`config.mk`:
```
export PLATFORM = sky130hd
export DESIGN_NAME = range_scan_minimum_finder
export DESIGN_NICKNAME = d
export VERILOG_FILES = /design/src/rtl/rsmf_pkg.sv /design/src/rtl/range_scan_minimum_finder.sv /design/src/rtl/rsmf_cfg.sv /design/src/rtl/rsmf_core.sv /design/src/rtl/rsmf_outq.sv
export SDC_FILE = /design/constraint.sdc
export NUM_CORES = 1
export LEC_CHECK = 0
export ABC_CLOCK_PERIOD_IN_PS = 12500
export BUFFER_PORTS_ARGS = -buffer_cell sky130_fd_sc_hd__buf_2
export CORE_MARGIN = 3
export CORE_UTILIZATION = 52
export CTS_BUF_LIST = sky130_fd_sc_hd__clkbuf_8
export CTS_CLUSTER_SIZE = 28
export DETAILED_ROUTE_END_ITERATION = 8
export PLACE_DENSITY = 0.82
export SKIP_CTS_REPAIR_TIMING = 1
export SLEW_MARGIN = 25
export SYNTH_ARGS = -nofsm -noshare
export SYNTH_HDL_FRONTEND = slang
export SYNTH_SLANG_ARGS = --single-unit
```
`constraint.sdc`:
```
create_clock -name aclk -period 12.5 [get_ports aclk]
set_clock_uncertainty 0.15 [all_clocks]
set_input_delay 2.5 -clock aclk [delete_from_list [all_inputs] [get_ports aclk]]
set_output_delay 2.5 -clock aclk [all_outputs]
set_load 0.02 [all_outputs]
```
`src/rtl/rsmf_pkg.sv`:
```
// Shared types, constants and helper functions for the range scan minimum finder.
`timescale 1ns / 1ps

package rsmf_pkg;

    // Width of the internal angle accumulator; angles wrap modulo 2^ANGLE_BITS.
    localparam int ANGLE_BITS    = 24;
    localparam int RANGE_W       = 16;
    localparam int ANGLE_START_W = 19;
    localparam int ANGLE_STEP_W  = 13;
    localparam int OUT_ANGLE_W   = 24;
    localparam int CFG_INDEX_W   = 3;
    localparam int CFG_DATA_W    = 19;
    localparam int OUTQ_DEPTH    = 4;
    localparam int OUTQ_PTR_W    = $clog2(OUTQ_DEPTH);
    localparam int OUTQ_CNT_W    = $clog2(OUTQ_DEPTH + 1);

    localparam logic [RANGE_W-1:0]              RANGE_MIN_RESET   = 16'd450;
    localparam logic [RANGE_W-1:0]              RANGE_MAX_RESET   = 16'd10000;
    localparam logic [RANGE_W-1:0]              JUMP_RESET        = 16'd200;
    localparam logic signed [ANGLE_START_W-1:0] ANGLE_START_RESET = -19'sd32768;
    localparam logic [ANGLE_STEP_W-1:0]         ANGLE_STEP_RESET  = 13'd105;

    typedef enum logic [CFG_INDEX_W-1:0] {
        CFG_RANGE_MIN   = 3'd0,
        CFG_RANGE_MAX   = 3'd1,
        CFG_JUMP        = 3'd2,
        CFG_ANGLE_START = 3'd3,
        CFG_ANGLE_STEP  = 3'd4
    } cfg_index_t;

    typedef logic signed [ANGLE_BITS-1:0] angle_t;

    typedef struct packed {
        logic [RANGE_W-1:0] range_mm;
        logic               last_in_scan;
    } sample_t;

    typedef struct packed {
        logic [RANGE_W-1:0]            minimum_range_mm;
        logic signed [OUT_ANGLE_W-1:0] minimum_angle;
        logic                          is_minimum;
        logic                          end_of_scan;
    } result_t;

    typedef struct packed {
        logic [RANGE_W-1:0]              range_min_mm;
        logic [RANGE_W-1:0]              range_max_mm;
        logic [RANGE_W-1:0]              jump_mm;
        logic signed [ANGLE_START_W-1:0] angle_start;
        logic [ANGLE_STEP_W-1:0]         angle_step;
    } cfg_t;

    // Up to two results produced by one sample, in order res0 then res1.
    typedef struct packed {
        logic [1:0] count;
        result_t    res1;
        result_t    res0;
    } result_pair_t;

    // Second stage: the previous object and whether ranges are falling.
    typedef struct packed {
        logic               valid;
        logic [RANGE_W-1:0] range_mm;
        angle_t             angle;
        logic               descending;
    } object_track_t;

    typedef struct packed {
        object_track_t track;
        logic          emit;
        result_t       res;
    } feed_t;

    function automatic angle_t start_angle(input logic signed [ANGLE_START_W-1:0] s);
        return ANGLE_BITS'(s);
    endfunction

    function automatic logic signed [OUT_ANGLE_W-1:0] out_angle(input angle_t a);
        return OUT_ANGLE_W'(a);
    endfunction

    // Hands a closed object to the second stage. When it is not nearer than the
    // previous object and ranges were falling, the previous object is a minimum.
    function automatic feed_t feed_object(input object_track_t t,
                                          input logic [RANGE_W-1:0] r,
                                          input angle_t a);
        feed_t f;
        f.emit                 = 1'b0;
        f.res.minimum_range_mm = t.range_mm;
        f.res.minimum_angle    = out_angle(t.angle);
        f.res.is_minimum       = 1'b1;
        f.res.end_of_scan      = 1'b0;
        if (!t.valid || (r < t.range_mm)) begin
            f.track.descending = 1'b1;
        end else begin
            f.emit             = t.descending;
            f.track.descending = 1'b0;
        end
        f.track.valid    = 1'b1;
        f.track.range_mm = r;
        f.track.angle    = a;
        return f;
    endfunction

    // Appends a result; anything beyond two per sample is dropped.
    function automatic result_pair_t add_result(input result_pair_t p, input result_t r);
        result_pair_t q;
        q = p;
        unique case (p.count)
            2'd0: begin
                q.res0  = r;
                q.count = 2'd1;
            end
            2'd1: begin
                q.res1  = r;
                q.count = 2'd2;
            end
            default: begin
                q = p;
            end
        endcase
        return q;
    endfunction

endpackage

```
`src/rtl/range_scan_minimum_finder.sv`:
```
// Top level of the range scan minimum finder.
//
// Range samples enter on the s_ channel, one transfer per sample, with
// last_in_scan on the final sample of a scan. Local-minimum objects leave on
// the m_ channel; the final result of each scan carries end_of_scan, and a
// scan with no minimum yields one empty marker with is_minimum low.
// Configuration is written through cfg_wr_en, cfg_index and cfg_wdata; the
// user must write it only while the block is idle, which the block does not
// enforce. A write to the angle start also reloads the sample angle unless a
// sample is processed as the reload strobe arrives. Each sample waits in the
// input register until the queue has room, then its results enter the queue.
// Throughput: one sample per cycle while the queue has room; the four-entry
// queue drains one result per cycle, so samples yielding two results can hold
// the input back. When the receiver stalls the queue fills and s_ready falls
// once fewer than two entries are free; nothing is lost.
// Reset (aresetn low, synchronous) restores the register defaults, clears
// both segmentation stages and empties the result queue.
`timescale 1ns / 1ps

module range_scan_minimum_finder
    import rsmf_pkg::*;
(
    input  logic                   aclk,
    input  logic                   aresetn,
    input  logic                   s_valid,
    output logic                   s_ready,
    input  sample_t                s_item,
    output logic                   m_valid,
    input  logic                   m_ready,
    output result_t                m_result,
    input  logic                   cfg_wr_en,
    input  logic [CFG_INDEX_W-1:0] cfg_index,
    input  logic [CFG_DATA_W-1:0]  cfg_wdata
);

    cfg_t         cfg;
    logic         angle_reload;
    logic         q_space;
    logic         push_valid;
    result_pair_t push_pair;

    rsmf_cfg u_cfg (
        .aclk         (aclk),
        .aresetn      (aresetn),
        .cfg_wr_en    (cfg_wr_en),
        .cfg_index    (cfg_index),
        .cfg_wdata    (cfg_wdata),
        .cfg          (cfg),
        .angle_reload (angle_reload)
    );

    rsmf_core u_core (
        .aclk         (aclk),
        .aresetn      (aresetn),
        .s_valid      (s_valid),
        .s_ready      (s_ready),
        .s_item       (s_item),
        .cfg          (cfg),
        .angle_reload (angle_reload),
        .q_space      (q_space),
        .push_valid   (push_valid),
        .push_pair    (push_pair)
    );

    rsmf_outq u_outq (
        .aclk       (aclk),
        .aresetn    (aresetn),
        .push_valid (push_valid),
        .push_pair  (push_pair),
        .q_space    (q_space),
        .m_valid    (m_valid),
        .m_ready    (m_ready),
        .m_result   (m_result)
    );

    // Only the final result of a pair may close a scan.
    assert property (@(posedge aclk) disable iff (!aresetn)
        push_valid && (push_pair.count == 2'd2) |-> !push_pair.res0.end_of_scan)
        else $error("end of scan flagged on the first of two results");

    // The queue is never written without room for a full pair.
    assert property (@(posedge aclk) disable iff (!aresetn)
        push_valid |-> q_space)
        else $error("result queue written while short of space");

    // An empty marker only closes a scan and carries zero range and angle.
    assert property (@(posedge aclk) disable iff (!aresetn)
        m_valid && !m_result.is_minimum |->
            m_result.end_of_scan && (m_result.minimum_range_mm == '0)
            && (m_result.minimum_angle == '0))
        else $error("malformed empty end-of-scan marker");

    // Nothing is offered straight after reset.
    assert property (@(posedge aclk)
        !aresetn |=> !m_valid)
        else $error("result offered directly after reset");

endmodule

```
`src/rtl/rsmf_cfg.sv`:
```
// Configuration register bank with a reload strobe for the sample angle.
`timescale 1ns / 1ps

module rsmf_cfg
    import rsmf_pkg::*;
(
    input  logic                   aclk,
    input  logic                   aresetn,
    input  logic                   cfg_wr_en,
    input  logic [CFG_INDEX_W-1:0] cfg_index,
    input  logic [CFG_DATA_W-1:0]  cfg_wdata,
    output cfg_t                   cfg,
    output logic                   angle_reload
);

    cfg_t cfg_reg;
    logic reload_reg;

    always_ff @(posedge aclk) begin
        if (!aresetn) begin
            cfg_reg.range_min_mm <= RANGE_MIN_RESET;
            cfg_reg.range_max_mm <= RANGE_MAX_RESET;
            cfg_reg.jump_mm      <= JUMP_RESET;
            cfg_reg.angle_start  <= ANGLE_START_RESET;
            cfg_reg.angle_step   <= ANGLE_STEP_RESET;
            reload_reg           <= 1'b0;
        end else begin
            reload_reg <= cfg_wr_en && (cfg_index_t'(cfg_index) == CFG_ANGLE_START);
            if (cfg_wr_en) begin
                unique case (cfg_index_t'(cfg_index))
                    CFG_RANGE_MIN:   cfg_reg.range_min_mm <= cfg_wdata[RANGE_W-1:0];
                    CFG_RANGE_MAX:   cfg_reg.range_max_mm <= cfg_wdata[RANGE_W-1:0];
                    CFG_JUMP:        cfg_reg.jump_mm      <= cfg_wdata[RANGE_W-1:0];
                    CFG_ANGLE_START: begin
                        cfg_reg.angle_start <= signed'(cfg_wdata[ANGLE_START_W-1:0]);
                    end
                    CFG_ANGLE_STEP:  cfg_reg.angle_step   <= cfg_wdata[ANGLE_STEP_W-1:0];
                    default: ;
                endcase
            end
        end
    end

    // The strobe rises in the cycle after the write, so the new start value is in place.
    assign cfg          = cfg_reg;
    assign angle_reload = reload_reg;

endmodule

```
`src/rtl/rsmf_core.sv`:
```
// Input reg, object segmentation, local-minimum detection; one sample per cycle if q_space.
`timescale 1ns / 1ps

module rsmf_core
    import rsmf_pkg::*;
(
    input  logic         aclk,
    input  logic         aresetn,
    input  logic         s_valid,
    output logic         s_ready,
    input  sample_t      s_item,
    input  cfg_t         cfg,
    input  logic         angle_reload,
    input  logic         q_space,
    output logic         push_valid,
    output result_pair_t push_pair
);

    logic               in_valid_reg;
    sample_t            in_item_reg;
    angle_t             sample_angle_reg;
    logic               prev_sample_valid_reg;
    logic [RANGE_W-1:0] prev_sample_range_reg;
    logic [RANGE_W-1:0] obj_min_range_reg;
    angle_t             obj_min_angle_reg;
    object_track_t      track_reg;

    logic [RANGE_W-1:0] obj_min_range_next;
    angle_t             obj_min_angle_next;
    object_track_t      track_next;

    logic               fire;
    logic               sample_ok;
    logic [RANGE_W-1:0] sample_range;
    logic [RANGE_W-1:0] range_diff;
    feed_t              feed_close;
    feed_t              feed_flush;
    result_pair_t       pair;
    result_t            marker;

    assign fire    = in_valid_reg && q_space;
    assign s_ready = !in_valid_reg || q_space;

    assign sample_range = in_item_reg.range_mm;
    assign sample_ok    = (sample_range > cfg.range_min_mm) && (sample_range < cfg.range_max_mm);
    assign range_diff   = (sample_range >= prev_sample_range_reg)
                        ? sample_range - prev_sample_range_reg
                        : prev_sample_range_reg - sample_range;

    always_comb begin
        track_next         = track_reg;
        obj_min_range_next = obj_min_range_reg;
        obj_min_angle_next = obj_min_angle_reg;
        pair               = '0;
        marker             = '0;
        feed_close         = feed_object(track_reg, obj_min_range_reg, obj_min_angle_reg);

        if (sample_ok) begin
            if (prev_sample_valid_reg && (range_diff < cfg.jump_mm)) begin
                if (sample_range < obj_min_range_reg) begin
                    obj_min_range_next = sample_range;
                    obj_min_angle_next = sample_angle_reg;
                end
            end else begin
                // A jump closes the open object before this sample starts a new one.
                if (prev_sample_valid_reg) begin
                    track_next = feed_close.track;
                    if (feed_close.emit) begin
                        pair = add_result(pair, feed_close.res);
                    end
                end
                obj_min_range_next = sample_range;
                obj_min_angle_next = sample_angle_reg;
            end
        end else if (prev_sample_valid_reg) begin
            track_next = feed_close.track;
            if (feed_close.emit) begin
                pair = add_result(pair, feed_close.res);
            end
        end

        feed_flush = feed_object(track_next, obj_min_range_next, obj_min_angle_next);

        if (in_item_reg.last_in_scan) begin
            if (sample_ok) begin
                track_next = feed_flush.track;
                if (feed_flush.emit) begin
                    pair = add_result(pair, feed_flush.res);
                end
            end
            if (track_next.descending) begin
                marker.minimum_range_mm = track_next.range_mm;
                marker.minimum_angle    = out_angle(track_next.angle);
                marker.is_minimum       = 1'b1;
                pair = add_result(pair, marker);
            end
            if (pair.count == 2'd0) begin
                pair = add_result(pair, '0);
            end
            if (pair.count == 2'd2) begin
                pair.res1.end_of_scan = 1'b1;
            end else begin
                pair.res0.end_of_scan = 1'b1;
            end
            track_next.valid      = 1'b0;
            track_next.descending = 1'b0;
        end
    end

    always_ff @(posedge aclk) begin
        if (!aresetn) begin
            in_valid_reg          <= 1'b0;
            sample_angle_reg      <= start_angle(ANGLE_START_RESET);
            prev_sample_valid_reg <= 1'b0;
            prev_sample_range_reg <= '0;
            obj_min_range_reg     <= '0;
            obj_min_angle_reg     <= '0;
            track_reg             <= '0;
        end else begin
            if (s_valid && s_ready) begin
                in_valid_reg <= 1'b1;
            end else if (fire) begin
                in_valid_reg <= 1'b0;
            end

            if (fire) begin
                prev_sample_valid_reg <= sample_ok && !in_item_reg.last_in_scan;
                prev_sample_range_reg <= sample_range;
                obj_min_range_reg     <= obj_min_range_next;
                obj_min_angle_reg     <= obj_min_angle_next;
                track_reg             <= track_next;
                if (in_item_reg.last_in_scan) begin
                    sample_angle_reg <= start_angle(cfg.angle_start);
                end else begin
                    sample_angle_reg <= sample_angle_reg + ANGLE_BITS'(cfg.angle_step);
                end
            end else if (angle_reload) begin
                sample_angle_reg <= start_angle(cfg.angle_start);
            end
        end
    end

    always_ff @(posedge aclk) begin
        if (s_valid && s_ready) begin
            in_item_reg <= s_item;
        end
    end

    assign push_valid = fire && (pair.count != 2'd0);
    assign push_pair  = pair;

endmodule

```
`src/rtl/rsmf_outq.sv`:
```
// Result queue: takes up to two results per cycle and presents one at a time.
`timescale 1ns / 1ps

module rsmf_outq
    import rsmf_pkg::*;
(
    input  logic         aclk,
    input  logic         aresetn,
    input  logic         push_valid,
    input  result_pair_t push_pair,
    output logic         q_space,
    output logic         m_valid,
    input  logic         m_ready,
    output result_t      m_result
);

    result_t               entry_mem [OUTQ_DEPTH];
    logic [OUTQ_PTR_W-1:0] wr_ptr_reg;
    logic [OUTQ_PTR_W-1:0] rd_ptr_reg;
    logic [OUTQ_CNT_W-1:0] count_reg;
    logic [OUTQ_CNT_W-1:0] push_n;
    logic                  pop;

    assign pop    = m_valid && m_ready;
    assign push_n = push_valid ? OUTQ_CNT_W'(push_pair.count) : '0;

    // Room for a full pair, judged on the stored count alone.
    assign q_space = (count_reg <= OUTQ_CNT_W'(OUTQ_DEPTH - 2));
    assign m_valid = (count_reg != '0);
    assign m_result = entry_mem[rd_ptr_reg];

    always_ff @(posedge aclk) begin
        if (!aresetn) begin
            wr_ptr_reg <= '0;
            rd_ptr_reg <= '0;
            count_reg  <= '0;
        end else begin
            wr_ptr_reg <= wr_ptr_reg + OUTQ_PTR_W'(push_n);
            if (pop) begin
                rd_ptr_reg <= rd_ptr_reg + OUTQ_PTR_W'(1);
            end
            count_reg <= count_reg + push_n - OUTQ_CNT_W'(pop);
        end
    end

    always_ff @(posedge aclk) begin
        if (push_valid) begin
            entry_mem[wr_ptr_reg] <= push_pair.res0;
            if (push_pair.count == 2'd2) begin
                entry_mem[wr_ptr_reg + OUTQ_PTR_W'(1)] <= push_pair.res1;
            end
        end
    end

endmodule
```
==> flow_summary.ini <==
[sta]
setup_viol = 0
min_period_ns = 11.68
slew_viol_final = 0
fmax_ghz = 0.0857
finalHoldViolCount = 0
finalCritPeriodShare = 0.934
slew_headroom = 0.124
rsz0062_at_grt = no
tightest_slew_ns = 1.30
whs_ns = 0.304
setup_slack_ns = 0.825

[synthesis]
ys.flop_type = dfxtp_1
synth_most_common_cell = nand2_1
synth_cells = 2637
seq_area_frac_synth = 0.398
synth_warnings = 0
synth_area_um2 = 24700
syn_avg_cell_area_um2 = 9.37
synth_area_leader_cell = edfxtp_1
async_flop_share = 0
synth_top_area_frac = 0.225
synth_common_cells = 398 x nand2_1, 220 x a21oi_1, 214 x dfxtp_1, 187 x inv_1, 185 x edfxtp_1
ys_ff_latch = 399
yosysUniqueCellTypes = 87
syn_nets = 2827
synth_edf_count = 185
synthTopCellsByArea = edfxtp_1 22%, dfxtp_1 17%, ha_1 7.2%

[route]
dr.pass1.iters = 7
route.vias.total = 21030
vias_per_cell = 6.33
drt-initial-drc-count = 2567
post_drt_wl_per_cell_um = 21.8
remaining_drc_errors = 0
ant_nets = 0
drt_wl_total_mm = 72.3

[setup_path]
slowest_stage = edfxtp_1
critPathBufInv = 6
path_class = reg -> reg
start_kind = flip-flop
max_stage_delay_ns = 0.47
crit_top_cell = ha_1
required_ns = 12.84
path_delay_family = compound AO/OA/AOI/OAI gates
cp_data_arrival_time_ns = 12.02
end_kind = flip-flop
cp_max_fo = 31

[power]
comb_power_share = 0.311
intPower_mw = 2.56
netSwitchingPower_mw = 1.46
power.density_nw_per_um2 = 149
p_total_mw = 4.02
power_frac_seq = 0.383
vdd_drop_max_v = 0.0000917
clockPowerShare = 0.306
leakagePower_nw = 11.1
swShare = 0.364

[global_routing]
antenna_found_initial = 0
grt_pass1_wl_mm = 111
grt_usage = 0.278
grt_pass1_vias = 19887
gr-total-overflow = 0
grt_start_max_net_pins = 88

[clock_network]
cts_made_buffers = 70
cts_root_buf = clkbuf_8
path_clk_slew_ns = 0.06
clockBufferDepth = 3
cts_tree = yes
cts_sinks = 399
clock_latency_ns = 0.63
h-tree-depth = 3

[placement]
dp_hpwl_mm = 48.5
port-buffer-count = 87
preCtsSetupSlack_ns = 0.703
gp_congestion = 0.991
numPlacedInstances = 3191

[floorplan]
die_area_um2 = 50200
coreArea_um2 = 46800
die_w_um = 224
io_pins = 88
die_h_um = 224
rows = 79
initial_core_util = 0.528

[status]
status = complete, no violations

[run]
drv_cap = 0

[final_layout]
largest_reg_flops = 168
drive_gt1_frac = 0.140
areaGrowthSynthToFinish_pct = 8.94
nNetsFinal = 2849
final_cells = 3321
num-fill-cells = 3931
n_antenna_cell = 0

[min_path]
worstHoldPathType = reg -> reg
[area by class of cell]
| class | instances | area, um2 | share of cell area |
|---|---|---|---|
| multi-input cells | 1868 | 13400 | 0.497 |
| inverters | 188 | 708 | 0.0263 |
| repair buffers | 132 | 810 | 0.0301 |
| clock buffers | 86 | 1180 | 0.0440 |
| clock inverters | 41 | 244 | 0.00906 |
| well taps | 607 | 759 | 0.0282 |
| flip-flops and latches | 399 | 9850 | 0.366 |
[final timing paths]
| kind | start | to | slack, ns | cells after the start |
|---|---|---|---|---|
| worst max register to register | u_core.sample_range[0] | u_outq.count_reg[2] | 0.82 | 50 |
| worst min register to register | u_cfg.cfg[51] | u_cfg.cfg[51] | 0.30 | 2 |
| worst min-delay path | u_cfg.cfg[51] | u_cfg.cfg[51] | 0.30 | 2 |
| worst max-delay path | u_core.sample_range[0] | u_outq.count_reg[2] | 0.82 | 50 |
[logic make-up after synthesis]
kind of cell	share of synthesized area
AND/OR/NAND/NOR	0.135
AO/OA/AOI/OAI	0.206
flip-flops	0.398
buffers and inverters	0.0651
multiplexers	0.111
adder cells (fa/ha/maj)	0.0752
XOR/XNOR	0.0103
[metrics by stage]
stage               utilization  instance area [um2]  setup TNS [ns]
floorplan                     -                24700          -17.97
global placement          0.543                25400               0
detailed placement        0.544                25400               0
CTS                       0.574                26800               0
global route              0.576                26900               0
finish                    0.576                26900               0
[power groups by stage]
| stage | logic (mW) | registers, mW | clock network [mW] |
|---|---|---|---|
| final | 1.25 | 1.54 | 1.23 |
| after global routing | 1.37 | 1.54 | 1.30 |
| after CTS | 1.23 | 1.53 | 1.24 |
| after detailed placement | 1.22 | 1.56 | 0 |
| after global placement | 1.20 | 1.56 | 0 |
| after floorplan | 0.913 | 1.52 | 0 |
[cell usage in the layout, fill, tap and decap left out, drive strengths merged, types with 39 or more instances in the layout]
| cell | n |
|---|---|
| inv | 208 |
| buf | 132 |
| nand2 | 398 |
| mux2i | 169 |
| nand3 | 57 |
| ha | 142 |
| dfxtp | 214 |
| o21ai | 142 |
| o22ai | 39 |
| nor3 | 42 |
| nor2 | 154 |
| clkbuf | 86 |
| a211oi | 54 |
| a21oi | 222 |
| edfxtp | 185 |
| mux4 | 42 |
[worst min-delay path, delay by kind of cell, from the launching register on]
family / cells / cell delay, ns
DFF: 1 / 0.31
AOI/OAI and AO/OA: 1 / 0.05
and+or+nand+nor: 1 / 0.05
[per-layer routing]
metal	up-vias	track usage	wire length (um)
met3	173	0.0583	7770
met4	0	0.100	1960
met1	10037	0.391	30400
met5	-	0	0
li1	9614	-	-
met2	1206	0.427	32200
Power figures use the tool's default switching activity.
